<file path="config.mk">
export PLATFORM = sky130hd
export DESIGN_NAME = rle8_bitmap_encoder_core
export DESIGN_NICKNAME = d
export VERILOG_FILES = /design/src/hdl/rle8_pkg.sv /design/src/hdl/rle8_front.sv /design/src/hdl/rle8_queue.sv /design/src/hdl/rle8_back.sv /design/src/hdl/rle8_bitmap_encoder_core.sv
export SDC_FILE = /design/constraint.sdc
export NUM_CORES = 1
export LEC_CHECK = 0
export CORE_ASPECT_RATIO = 1.2
export CORE_MARGIN = 8
export CORE_UTILIZATION = 60
export CTS_CLUSTER_DIAMETER = 60
export DETAILED_ROUTE_END_ITERATION = 16
export DONT_BUFFER_PORTS = 1
export HOLD_SLACK_MARGIN = 0.06
export PLACE_DENSITY = 0.76
export SETUP_SLACK_MARGIN = 0.15
export SYNTH_ARGS = -nofsm -noshare
export SYNTH_HDL_FRONTEND = slang
export SYNTH_SLANG_ARGS = --single-unit
export TNS_END_PERCENT = 5
</file>
<file path="constraint.sdc">
create_clock -name clock -period 9.84 [get_ports clock]
set_input_delay 1.476 -clock clock [delete_from_list [all_inputs] [get_ports clock]]
set_output_delay 1.476 -clock clock [all_outputs]
set_load 0.01 [all_outputs]
</file>
<file path="src/hdl/rle8_pkg.sv">
// Shared types and constants for the RLE8 bitmap encoder.
`default_nettype none

package rle8_pkg;

   // Byte and register widths fixed by the stream format.
   localparam int BYTE_W = 8;
   localparam int CSR_W  = 15;

   // Register indexes on the configuration port.
   typedef enum logic [0:0] {
      CSR_IMAGE_WIDTH  = 1'b0,
      CSR_IMAGE_HEIGHT = 1'b1
   } csr_index_type;

   // Marker bytes that close a row or the whole image.
   localparam logic [BYTE_W-1:0] BYTE_EOL = 8'h00;
   localparam logic [BYTE_W-1:0] BYTE_EOB = 8'h01;

   // Depth of the command queue between the front and back parts.
   localparam int QUEUE_DEPTH = 4;
   localparam int QPTR_W      = 2;

   // Number of bytes one command can expand to.
   localparam int CMD_BYTES = 6;

   // One pixel's worth of work for the back part: up to two run flushes and a
   // row or image marker pair.
   typedef struct packed {
      logic              f1_valid;
      logic [BYTE_W-1:0] f1_count;
      logic [BYTE_W-1:0] f1_value;
      logic              f2_valid;
      logic [BYTE_W-1:0] f2_count;
      logic [BYTE_W-1:0] f2_value;
      logic              mark_valid;
      logic              mark_eob;
   } cmd_type;

   // Queue status seen by the front and back parts.
   typedef struct packed {
      logic full;
      logic empty;
   } queue_status_type;

   function automatic logic [CMD_BYTES-1:0] cmd_mask(input cmd_type cmd);
      cmd_mask = {cmd.mark_valid, cmd.mark_valid, cmd.f2_valid, cmd.f2_valid,
                  cmd.f1_valid, cmd.f1_valid};
   endfunction

endpackage

`default_nettype wire

</file>
<file path="src/hdl/rle8_front.sv">
// Front part: tracks the open run and the pixel position, builds commands.
`default_nettype none

module rle8_front #(
   parameter int MAX_RUN  = 255,
   parameter int DIM_BITS = 14
) (
   input  wire logic                            clock,
   input  wire logic                            reset,
   input  wire logic                            pixel_accept,
   input  wire logic [rle8_pkg::BYTE_W-1:0]     pixel_value,
   input  wire logic [rle8_pkg::CSR_W-1:0]      image_width,
   input  wire logic [rle8_pkg::CSR_W-1:0]      image_height,
   output rle8_pkg::cmd_type                    cmd,
   output logic                                 cmd_push
);
   import rle8_pkg::*;

   localparam int CMP_W = (DIM_BITS >= CSR_W) ? DIM_BITS + 1 : CSR_W + 1;
   localparam logic [CMP_W-1:0]  DIM_LIMIT = CMP_W'(1) << DIM_BITS;
   localparam logic [BYTE_W-1:0] MAX_RUN_B = BYTE_W'(MAX_RUN);

   logic [BYTE_W-1:0]   held_value_ff, held_value_in;
   logic [BYTE_W-1:0]   run_count_ff, run_count_in;
   logic [DIM_BITS-1:0] column_pos_ff, column_pos_in;
   logic [DIM_BITS-1:0] row_pos_ff, row_pos_in;

   logic [CMP_W-1:0]  width_eff, height_eff;
   logic [CMP_W-1:0]  width_raw, height_raw;
   logic              run_open, value_differs, start_new;
   logic [BYTE_W-1:0] new_count, new_value;
   logic              row_end, image_end;

   always_comb begin
      width_raw  = CMP_W'(image_width);
      height_raw = CMP_W'(image_height);

      // A zero dimension acts as one; an oversized one is capped.
      if (width_raw == '0) begin
         width_eff = CMP_W'(1);
      end else if (width_raw > DIM_LIMIT) begin
         width_eff = DIM_LIMIT;
      end else begin
         width_eff = width_raw;
      end
      if (height_raw == '0) begin
         height_eff = CMP_W'(1);
      end else if (height_raw > DIM_LIMIT) begin
         height_eff = DIM_LIMIT;
      end else begin
         height_eff = height_raw;
      end

      run_open      = (run_count_ff != '0);
      value_differs = run_open && (pixel_value != held_value_ff);
      start_new     = !run_open || value_differs;
      new_count     = start_new ? BYTE_W'(1) : run_count_ff + BYTE_W'(1);
      new_value     = start_new ? pixel_value : held_value_ff;

      row_end   = (CMP_W'(column_pos_ff) + CMP_W'(1)) >= width_eff;
      image_end = (CMP_W'(row_pos_ff) + CMP_W'(1)) >= height_eff;

      cmd.f1_valid   = value_differs;
      cmd.f1_count   = run_count_ff;
      cmd.f1_value   = held_value_ff;
      cmd.f2_valid   = (new_count >= MAX_RUN_B) || row_end;
      cmd.f2_count   = new_count;
      cmd.f2_value   = new_value;
      cmd.mark_valid = row_end;
      cmd.mark_eob   = image_end;

      cmd_push = pixel_accept && (cmd.f1_valid || cmd.f2_valid || cmd.mark_valid);

      held_value_in = held_value_ff;
      run_count_in  = run_count_ff;
      column_pos_in = column_pos_ff;
      row_pos_in    = row_pos_ff;
      if (pixel_accept) begin
         held_value_in = new_value;
         run_count_in  = cmd.f2_valid ? '0 : new_count;
         if (row_end) begin
            column_pos_in = '0;
            row_pos_in    = image_end ? '0 : row_pos_ff + DIM_BITS'(1);
         end else begin
            column_pos_in = column_pos_ff + DIM_BITS'(1);
         end
      end
   end

   always_ff @(posedge clock) begin
      if (reset) begin
         held_value_ff <= '0;
         run_count_ff  <= '0;
         column_pos_ff <= '0;
         row_pos_ff    <= '0;
      end else begin
         held_value_ff <= held_value_in;
         run_count_ff  <= run_count_in;
         column_pos_ff <= column_pos_in;
         row_pos_ff    <= row_pos_in;
      end
   end

   // An open run is flushed as soon as it reaches the limit.
   a_run_below_limit: assert property (@(posedge clock) disable iff (reset)
      run_count_ff < MAX_RUN_B)
      else $error("open run reached the run limit");

   // A run never stays open across the end of a row.
   a_row_end_closes_run: assert property (@(posedge clock) disable iff (reset)
      pixel_accept && row_end |=> run_count_ff == '0)
      else $error("run left open after end of row");

   // Every row end goes out as a command.
   a_row_end_pushes: assert property (@(posedge clock) disable iff (reset)
      pixel_accept && row_end |-> cmd_push)
      else $error("row end produced no command");

endmodule

`default_nettype wire

</file>
<file path="src/hdl/rle8_queue.sv">
// Short command queue between the front and back parts.
`default_nettype none

module rle8_queue (
   input  wire logic                       clock,
   input  wire logic                       reset,
   input  wire logic                       push,
   input  wire rle8_pkg::cmd_type          push_cmd,
   input  wire logic                       pop,
   output rle8_pkg::cmd_type               head_cmd,
   output rle8_pkg::queue_status_type      status
);
   import rle8_pkg::*;

   cmd_type           entries_ff [QUEUE_DEPTH];
   logic [QPTR_W-1:0] wr_ptr_ff, wr_ptr_in;
   logic [QPTR_W-1:0] rd_ptr_ff, rd_ptr_in;
   logic [QPTR_W:0]   count_ff, count_in;

   always_comb begin
      status.full  = (count_ff == (QPTR_W+1)'(QUEUE_DEPTH));
      status.empty = (count_ff == '0);
      head_cmd     = entries_ff[rd_ptr_ff];

      wr_ptr_in = push ? wr_ptr_ff + QPTR_W'(1) : wr_ptr_ff;
      rd_ptr_in = pop ? rd_ptr_ff + QPTR_W'(1) : rd_ptr_ff;
      count_in  = count_ff;
      if (push && !pop) begin
         count_in = count_ff + (QPTR_W+1)'(1);
      end else if (pop && !push) begin
         count_in = count_ff - (QPTR_W+1)'(1);
      end
   end

   always_ff @(posedge clock) begin
      if (reset) begin
         wr_ptr_ff <= '0;
         rd_ptr_ff <= '0;
         count_ff  <= '0;
      end else begin
         wr_ptr_ff <= wr_ptr_in;
         rd_ptr_ff <= rd_ptr_in;
         count_ff  <= count_in;
      end
   end

   always_ff @(posedge clock) begin
      if (push) begin
         entries_ff[wr_ptr_ff] <= push_cmd;
      end
   end

   a_no_push_full: assert property (@(posedge clock) disable iff (reset)
      push |-> !status.full)
      else $error("push into a full queue");

   a_no_pop_empty: assert property (@(posedge clock) disable iff (reset)
      pop |-> !status.empty)
      else $error("pop from an empty queue");

   a_count_bound: assert property (@(posedge clock) disable iff (reset)
      count_ff <= (QPTR_W+1)'(QUEUE_DEPTH))
      else $error("queue count beyond depth");

endmodule

`default_nettype wire

</file>
<file path="src/hdl/rle8_back.sv">
// Back part: expands queued commands into output bytes, one per cycle while the output is ready.
`default_nettype none

module rle8_back (
   input  wire logic                         clock,
   input  wire logic                         reset,
   input  wire rle8_pkg::cmd_type            head_cmd,
   input  wire rle8_pkg::queue_status_type   status,
   output logic                              pop,
   output logic                              rsp_tvalid,
   input  wire logic                         rsp_tready,
   output logic [rle8_pkg::BYTE_W-1:0]       rsp_tdata,
   output logic                              rsp_tlast
);
   import rle8_pkg::*;

   cmd_type                cmd_ff, cmd_in;
   logic [CMD_BYTES-1:0]   mask_ff, mask_in;
   logic                   valid_ff, valid_in;
   logic [BYTE_W-1:0]      data_ff, data_in;
   logic                   last_ff, last_in;

   logic                   busy, have_work, can_emit, emit;
   cmd_type                cur_cmd;
   logic [CMD_BYTES-1:0]   cur_mask, sel, rest;
   logic [BYTE_W-1:0]      sel_byte;

   always_comb begin
      busy      = (mask_ff != '0);
      have_work = busy || !status.empty;
      can_emit  = !valid_ff || rsp_tready;
      emit      = have_work && can_emit;

      cur_cmd  = busy ? cmd_ff : head_cmd;
      cur_mask = busy ? mask_ff : cmd_mask(head_cmd);
      sel      = cur_mask & (~cur_mask + CMD_BYTES'(1));
      rest     = cur_mask & ~sel;

      if (sel[0]) begin
         sel_byte = cur_cmd.f1_count;
      end else if (sel[1]) begin
         sel_byte = cur_cmd.f1_value;
      end else if (sel[2]) begin
         sel_byte = cur_cmd.f2_count;
      end else if (sel[3]) begin
         sel_byte = cur_cmd.f2_value;
      end else if (sel[4]) begin
         sel_byte = BYTE_EOL;
      end else begin
         sel_byte = cur_cmd.mark_eob ? BYTE_EOB : BYTE_EOL;
      end

      pop      = emit && !busy;
      cmd_in   = emit ? cur_cmd : cmd_ff;
      mask_in  = emit ? rest : mask_ff;
      valid_in = emit ? 1'b1 : (valid_ff && !rsp_tready);
      data_in  = emit ? sel_byte : data_ff;
      last_in  = emit ? (rest == '0) : last_ff;
   end

   always_ff @(posedge clock) begin
      if (reset) begin
         mask_ff  <= '0;
         valid_ff <= 1'b0;
      end else begin
         mask_ff  <= mask_in;
         valid_ff <= valid_in;
      end
   end

   always_ff @(posedge clock) begin
      cmd_ff  <= cmd_in;
      data_ff <= data_in;
      last_ff <= last_in;
   end

   assign rsp_tvalid = valid_ff;
   assign rsp_tdata  = data_ff;
   assign rsp_tlast  = last_ff;

   // Bytes still pending from a command imply one already waits at the output.
   a_pending_has_output: assert property (@(posedge clock) disable iff (reset)
      busy |-> valid_ff)
      else $error("pending bytes without an output beat");

   // A beat that closes a command leaves nothing pending.
   a_last_clears_mask: assert property (@(posedge clock) disable iff (reset)
      emit && rest == '0 |=> !busy)
      else $error("command bytes left after last beat");

   // A command byte that is not the last keeps the back part busy.
   a_not_last_keeps_busy: assert property (@(posedge clock) disable iff (reset)
      emit && rest != '0 |=> busy && valid_ff && !last_ff)
      else $error("command dropped before its last beat");

endmodule

`default_nettype wire

</file>
<file path="src/hdl/rle8_bitmap_encoder_core.sv">
// Top level of the BMP RLE8 encoder (encoded mode only).
//
//   Channel  Direction  Beat contents
//   req_     in         tdata[7:0] = pixel_value
//   rsp_     out        tdata[7:0] = out_byte, tlast = last_of_item
//   csr_     in         index 0 image_width, index 1 image_height (15 bits each)
//
// A pixel is taken whenever the command queue has room; each pixel yields zero
// to six bytes and the back part sends one byte per cycle while the result port
// accepts, so the output port sets the sustained rate. Reset clears the open run,
// the pixel position and the queue, and sets both dimensions to one. A stalled
// result port fills the four-entry queue before req_tready drops.
`default_nettype none

module rle8_bitmap_encoder_core #(
   parameter int MAX_RUN  = 255,
   parameter int DIM_BITS = 14
) (
   input  wire logic                          clock,
   input  wire logic                          reset,
   // Pixel beats.
   input  wire logic                          req_tvalid,
   output logic                               req_tready,
   input  wire logic [rle8_pkg::BYTE_W-1:0]   req_tdata,   // [7:0] pixel_value
   // Encoded byte beats.
   output logic                               rsp_tvalid,
   input  wire logic                          rsp_tready,
   output logic [rle8_pkg::BYTE_W-1:0]        rsp_tdata,   // [7:0] out_byte
   output logic                               rsp_tlast,   // last_of_item
   // Configuration writes.
   input  wire logic                          csr_we,
   input  wire logic [0:0]                    csr_addr,
   input  wire logic [rle8_pkg::CSR_W-1:0]    csr_wdata
);
   import rle8_pkg::*;

   logic [CSR_W-1:0]  image_width_ff, image_width_in;
   logic [CSR_W-1:0]  image_height_ff, image_height_in;

   logic              pixel_accept;
   logic              cmd_push;
   logic              cmd_pop;
   cmd_type           new_cmd;
   cmd_type           head_cmd;
   queue_status_type  queue_status;

   // Dimension registers; the front part clamps them on use.
   always_comb begin
      image_width_in  = image_width_ff;
      image_height_in = image_height_ff;
      if (csr_we) begin
         case (csr_index_type'(csr_addr))
            CSR_IMAGE_WIDTH:  image_width_in  = csr_wdata;
            CSR_IMAGE_HEIGHT: image_height_in = csr_wdata;
            default: begin
               image_width_in  = image_width_ff;
               image_height_in = image_height_ff;
            end
         endcase
      end
   end

   always_ff @(posedge clock) begin
      if (reset) begin
         image_width_ff  <= CSR_W'(1);
         image_height_ff <= CSR_W'(1);
      end else begin
         image_width_ff  <= image_width_in;
         image_height_ff <= image_height_in;
      end
   end

   // A pixel is taken whenever the queue can hold the command it may produce.
   assign req_tready   = !queue_status.full;
   assign pixel_accept = req_tvalid && req_tready;

   rle8_front #(
      .MAX_RUN  (MAX_RUN),
      .DIM_BITS (DIM_BITS)
   ) u_front (
      .clock        (clock),
      .reset        (reset),
      .pixel_accept (pixel_accept),
      .pixel_value  (req_tdata),
      .image_width  (image_width_ff),
      .image_height (image_height_ff),
      .cmd          (new_cmd),
      .cmd_push     (cmd_push)
   );

   rle8_queue u_queue (
      .clock    (clock),
      .reset    (reset),
      .push     (cmd_push),
      .push_cmd (new_cmd),
      .pop      (cmd_pop),
      .head_cmd (head_cmd),
      .status   (queue_status)
   );

   rle8_back u_back (
      .clock      (clock),
      .reset      (reset),
      .head_cmd   (head_cmd),
      .status     (queue_status),
      .pop        (cmd_pop),
      .rsp_tvalid (rsp_tvalid),
      .rsp_tready (rsp_tready),
      .rsp_tdata  (rsp_tdata),
      .rsp_tlast  (rsp_tlast)
   );

endmodule

`default_nettype wire

</file>
* After elaboration in Yosys (flattened, before gate mapping)
Memories as Yosys holds them, arrays and structs flattened. A register that Yosys moved wholly into a read port is not among the register bits. Cells that the tools add are included.
Word-level totals: memories kept 1, input port bits 29, output and inout port bits 11, word-level logic and storage cells 101, register bits 132, bits in writable memories 144
Cells by class: muxes and demuxes 24, reductions and logical operators 33, eq/ne operators 2, add/sub/neg operators 10, magnitude comparators 5, bitwise gates (word level) 6
Memories:
- u_queue.entries_ff | depth 4, width 36, rd ports 1, clocked after Yosys merged registers in 1, write ports 1, RTL line rle8_queue.sv:15 | cmd_type entries_ff [QUEUE_DEPTH];
Operators with widths (number):
- 8-bit two-way mux | 8
- 35-bit two-way mux | 1
- 16-bit >= comparator | 2
- 16-bit two-way mux | 2
- 14-bit by 1-bit adder with 15-bit output (second input constant) | 2
- 15-bit greater-than comparator (second input constant) | 2
- 15-bit logical NOT | 2
- 15-bit two-way mux | 2
- 14-bit by 1-bit adder with 14-bit output (second input constant) | 2
- 14-bit two-way mux | 2
- 6-bit bitwise AND | 2
- 6-bit NOT | 2
- 8-bit by 1-bit adder with 8-bit output (second input constant) | 1
- 8-bit >= comparator (second input constant) | 1
- 1-bit logical AND | 8
- 1-bit logical NOT | 8
- 8-bit inequality test | 1
- 2-bit AND reduction | 4
- 8-bit nonzero test | 1
- 6-bit by 1-bit adder with 6-bit output (second input constant) | 1
- 6-bit logical NOT | 1
- 1-bit logical OR | 6
- 3-bit two-way mux | 2
- 6-bit two-way mux | 1
- 10 further kinds | 16

* Longest topological paths before layout
word-level depth 13, depth in mapped cells 18, gate-level depth less buffers 18

* Cells and area by module
Synthesis repeated with hierarchy kept, for this count alone.
Second synthesis, totals: cells, all modules 992, area total of the unflattened synthesis 12569.6 um2
By module, submodules not included:
- rle8_queue | area an instance 5677.9 um2, sequential area each 4504.3 um2, times used 1, cells each 232
- rle8_front | area an instance 3652.3 um2, sequential area each 880.8 um2, times used 1, cells each 477
- rle8_back | area an instance 1996.9 um2, sequential area each 1141.1 um2, times used 1, cells each 165
- rle8_bitmap_encoder_core | area an instance 1242.4 um2, sequential area each 600.6 um2, times used 1, cells each 118

* Worst setup path before layout
No wires, ideal clock.
kind reg2reg, start register u_front.column_pos_ff[0], end memory u_queue.entries_ff[0][0] (netlist name), enable pin, stages on the path, launching flop included 13, path slack 6047 ps, setup time 397 ps, arrival 3396 ps, period minus slack after synthesis 3793 ps, buffers on the path 0, required time 9443 ps, cells stage by stage dfxtp_1 and3_1 nor4b_4 nand3_1 or2_2 xnor2_1 ha_1 nand3_1 nand2_1 a2111oi_2 a21o_2 a31oi_4 and2_1
On the way: longest elaborated chain between the ends 8
RTL lines:
- from (decl) | RTL line rle8_front.sv:25 | logic [DIM_BITS-1:0] column_pos_ff, column_pos_in;
- from (signal assigned) | RTL line rle8_front.sv:99 | column_pos_ff <= column_pos_in;
- 14-bit by 1-bit adder with 15-bit output * | RTL line rle8_front.sv:60 | row_end = (CMP_W'(column_pos_ff) + CMP_W'(1)) >= width_eff;
- 16-bit >= comparator * | RTL line rle8_front.sv:60
- 1-bit logical OR | RTL line rle8_front.sv:66 | cmd.f2_valid = (new_count >= MAX_RUN_B) || row_end;
- 1-bit logical OR | RTL line rle8_front.sv:72 | cmd_push = pixel_accept && (cmd.f1_valid || cmd.f2_valid || cmd.mark_valid);
- 1-bit logical OR * | RTL line rle8_front.sv:72
- 1-bit logical AND * | RTL line rle8_front.sv:72
- net cmd_push | RTL line rle8_bitmap_encoder_core.sv:41 | logic cmd_push;
- 1-bit two-way mux * | RTL line rle8_queue.sv:48 | if (push) begin
- 1-bit two-way mux (implied by the code) * | RTL line rle8_queue.sv:49 | entries_ff[wr_ptr_ff] <= push_cmd;
- to (decl) | RTL line rle8_queue.sv:15
The timed path passes the listed nets; every way through them passes the cells marked *.

* Worst setup path after layout
start register u_front.column_pos_ff[0], end register u_queue.count_ff[2]
On the way: longest elaborated chain between the ends 9, elaborated cells between the ends (all ways) 11, classes of those cells add/sub: 1; order compare: 1; mux: 1; reduce/logical: 8
RTL lines:
- 14-bit by 1-bit adder with 15-bit output * | RTL line rle8_front.sv:60
- 16-bit >= comparator * | RTL line rle8_front.sv:60
- 1-bit logical OR | RTL line rle8_front.sv:66
- 1-bit logical OR | RTL line rle8_front.sv:72
- 1-bit logical OR * | RTL line rle8_front.sv:72
- 1-bit logical AND * | RTL line rle8_front.sv:72
- net cmd_push | RTL line rle8_bitmap_encoder_core.sv:41
- 1-bit logical NOT | RTL line rle8_queue.sv:30 | end else if (pop && !push) begin
- 1-bit logical AND | RTL line rle8_queue.sv:30
- 2-bit nonzero test (no line)
- to (signal assigned) | RTL line rle8_queue.sv:43 | count_ff <= count_in;
- to (decl) | RTL line rle8_queue.sv:18 | logic [QPTR_W:0] count_ff, count_in;
Marked as above. A chain may end at the register's enable or synchronous reset.

==> run_results.csv <==
group,metric,value,unit
synth,ys_seq_area_frac,0.590,
grt,grt_pass1_vias,7614,
cells_and_area,fin_nets,1056,
sta,setup_tns,0,ns
worst_setup_path,critPathRequiredTime,10.29,ns
cells_and_area,final_util,0.651,
grt,grt_usage,0.192,
sta,report.final.slew_viol_count,0,
clock_network,cts_sinks,267,
clock_network,clk_path_buf_depth,3,
cells_and_area,ff_latch_area,0.00713,sq mm
route,drc,0,
floorplanning,dieArea,0.0250,sq mm
worst_setup_path,crit_arrival,4.91,ns
clock_network,htree_levels,1,
route,drt-initial-drc-count,468,
power_and_ir_drop,power.total,3450,uW
worst_setup_path,slowest_stage,"a2111oi_2",
synth,yosysWarnings,0,
grt,globalRouteOverflowTotal,0,
synth,synth.area.top_cells,"edfxtp_1 44%, dfxtp_1 15%, nand2_1 6.7%",
placed_design,portBuffers,0,
clock_network,path_clk_slew,0.06,ns
clock_network,cts_setup_buffers,0,
route,drt_wl_total,23600,um
synth,synth.most_common_cell,"nand2_1",
sta,slew_headroom,0.265,
synth,synth_cell_types,68,
route,antenna_left,0,
sta,fmax,0.224,GHz
cells_and_area,multi_input_area,0.00458,sq mm
placed_design,dpl.hpwl,15300,um
route,vias,7568,
power_and_ir_drop,pwr_density_cell,264,mW/mm^2
clock_network,clock_latency,0.52,ns
worst_setup_path,path_class,"register to register",
sta,fin_crit_sh,0.453,
floorplanning,pin_count,40,
sta,grt_setup_unrepaired,"false",
worst_setup_path,crit_path_start_kind,"register",
synth,syn_area_per_cell,11.9,sq um
sta,tightest_slew,1.10,ns
synth,synth_top_area_share,0.442,
synth,netlist_top_cells_count,"217 x nand2_1, 178 x edfxtp_1, 89 x dfxtp_1, 72 x a21oi_1, 44 x clkbuf_1",
cells_and_area,final_area,0.0131,sq mm
worst_setup_path,max_stage_delay,0.43,ns
job,drv_cap,0,
clock_network,ctsHoldBuffers,0,
clock_network,cts_tree,"done",
grt,grt_pass1_wl,39200,um
synth,ys_ff_latch,267,
floorplanning,dieHeight,171,um
cells_and_area,drive_gt1_frac,0.109,
route,routedWlPerCell,18.6,um
cells_and_area,nFillCells,1479,
synth,syn_nets,1084,
sta,setup_viol,0,
power_and_ir_drop,p_leak,0.00452,uW
synth,synth_edf_count,178,
synth,synth_cells,1015,
grt,antenna_found_initial,0,
grt,grt_start_max_net_pins,94,
power_and_ir_drop,vdd_drop_max,333,uV
cells_and_area,areaGrowthSynthToFinish,8.00,%
clock_network,cts_inserted_buffers,26,
synth,netlist_area,0.0121,sq mm
floorplanning,die_w,146,um
synth,synthFlopType,"edfxtp_1",
synth,yosys.area.top_type,"edfxtp_1",
clock_network,ctsResizeCount,0,
hold_path,hp-class,"register to register",
placed_design,place_area,0.0122,sq mm
route,via_per_inst,5.95,
sta,hold_viol_final,0,
clock_network,cts_root_buffer,"clkbuf_16",
cells_and_area,num_antenna_cells,0,
run_status,status,"completed",
worst_setup_path,endpoint_kind,"register",
synth,synthArstFlopShare,0,
sta,period_minus_slack,4.46,ns
placed_design,pre_cts_slack,5.42,ns
sta,worst_slack,5.38,ns
route,drtPass1Iterations,5,
placed_design,gp_congestion,0.817,
worst_setup_path,cp_cell_sequence,"and3_1 > nor4b_4 > nand3_1 > or2_2 > xnor2_1 > ha_1 > nand3_1 > nand2_1 > a2111oi_2 > a21o_2 > buf_4 > a31oi_4 > ha_1 > inv_1 > fa_1 > xor2_1 > or3_1 > a21oi_1",
sta,fin_worst_skew,0.0136,ns
worst_setup_path,cp_max_fo,31,
floorplanning,initial_core_util,0.603,
floorplanning,num_rows,57,
floorplanning,core,0.0200,sq mm
==> worst max-delay path: cells and delay by family (launching register included) <==
| kind | cells | cell delay, ns |
|---|---|---|
| simple gates | 7 | 1.61 |
| fa+ha+maj | 3 | 0.74 |
| flops | 1 | 0.42 |
| xor+xnor | 2 | 0.22 |
| compound gates | 4 | 0.95 |
| buf+inv | 2 | 0.41 |
==> stage by stage <==
step                      cells  hold WS, ns
after detailed placement   1224        0.458
after global placement     1224        0.455
final                      1271        0.465
after CTS                  1271        0.467
after global routing       1271        0.490
after floorplan            1015        0.449
==> area by class of cell <==
type / count / area share
Timing Repair Buffer: 6 / 0.00345
Sequential cell: 267 / 0.546
Multi-Input combinational cell: 654 / 0.351
Tap cell: 265 / 0.0254
Clock buffer: 36 / 0.0559
Inverter: 32 / 0.00920
Clock inverter: 11 / 0.00920
==> layer usage <==
| layer | global-route usage | vias to the layer above | wire [um] |
|---|---|---|---|
| met5 | 0 | - | 0 |
| met4 | 0.0571 | 0 | 467 |
| met3 | 0.0392 | 36 | 1470 |
| met2 | 0.335 | 202 | 11900 |
| met1 | 0.239 | 3669 | 9780 |
| li1 | - | 3661 | - |
==> final timing paths <==
check	from	endpoint	slack [ns]	cells after the start
setup / recovery	u_front.column_pos_ff[0]	u_queue.count_ff[2]	5.38	18
hold / removal	image_width_ff[12]	image_width_ff[12]	0.46	2
setup reg to reg	u_front.column_pos_ff[0]	u_queue.count_ff[2]	5.38	18
hold reg to reg	image_width_ff[12]	image_width_ff[12]	0.46	2
==> where the power goes <==
group	switching [uW]	internal [uW]	leakage, uW	total [uW]
clock	402	572	0.000410	974
sequential	96.3	1450	0.00240	1540
combinational	593	336	0.00171	929
==> flip-flops by register name, indices dropped and copies added (netlist names), named ones only <==
register / cells
image_width_ff: 15
u_queue.entries_ff: 144
u_front.column_pos_ff: 14
u_queue.wr_ptr_ff: 2
u_back.rsp_tlast: 1
u_back.rsp_tvalid: 1
u_back.cmd_ff: 25
u_front.held_value_ff: 8
image_height_ff: 15
u_queue.rd_ptr_ff: 2
u_back.rsp_tdata: 8
u_front.run_count_ff: 8
u_queue.count_ff: 3
u_back.mask_ff: 5
u_front.row_pos_ff: 14
==> cells by family (layout without fill, tap and decap cells) <==
kind of cell               count (synthesis)  count (layout)  share of synthesized area
and+or+nand+nor                          374             374                      0.143
buffers and inverters                     94              85                     0.0323
adders and majority gates                 40              40                     0.0420
xor gates and xnor gates                  42              42                     0.0304
AOI/OAI and AO/OA                        159             159                     0.0927
muxes                                     39              39                     0.0700
DFF                                      267             267                      0.590
==> layout by cell type (no fill, tap or decap), types with 11 or more instances in the layout <==
master and count:
nand2_1 217, xor2_1 20, nand3_1 36, o21ai_0 22, dfxtp_1 88, mux4_2 35
a21oi_1 72, ha_1 39, edfxtp_1 178, clkbuf_16 27, xnor2_1 22, inv_1 31
nand4_1 12, nor4_1 11, nor2_1 35, o32ai_1 13
Power figures use the tool's default switching activity.
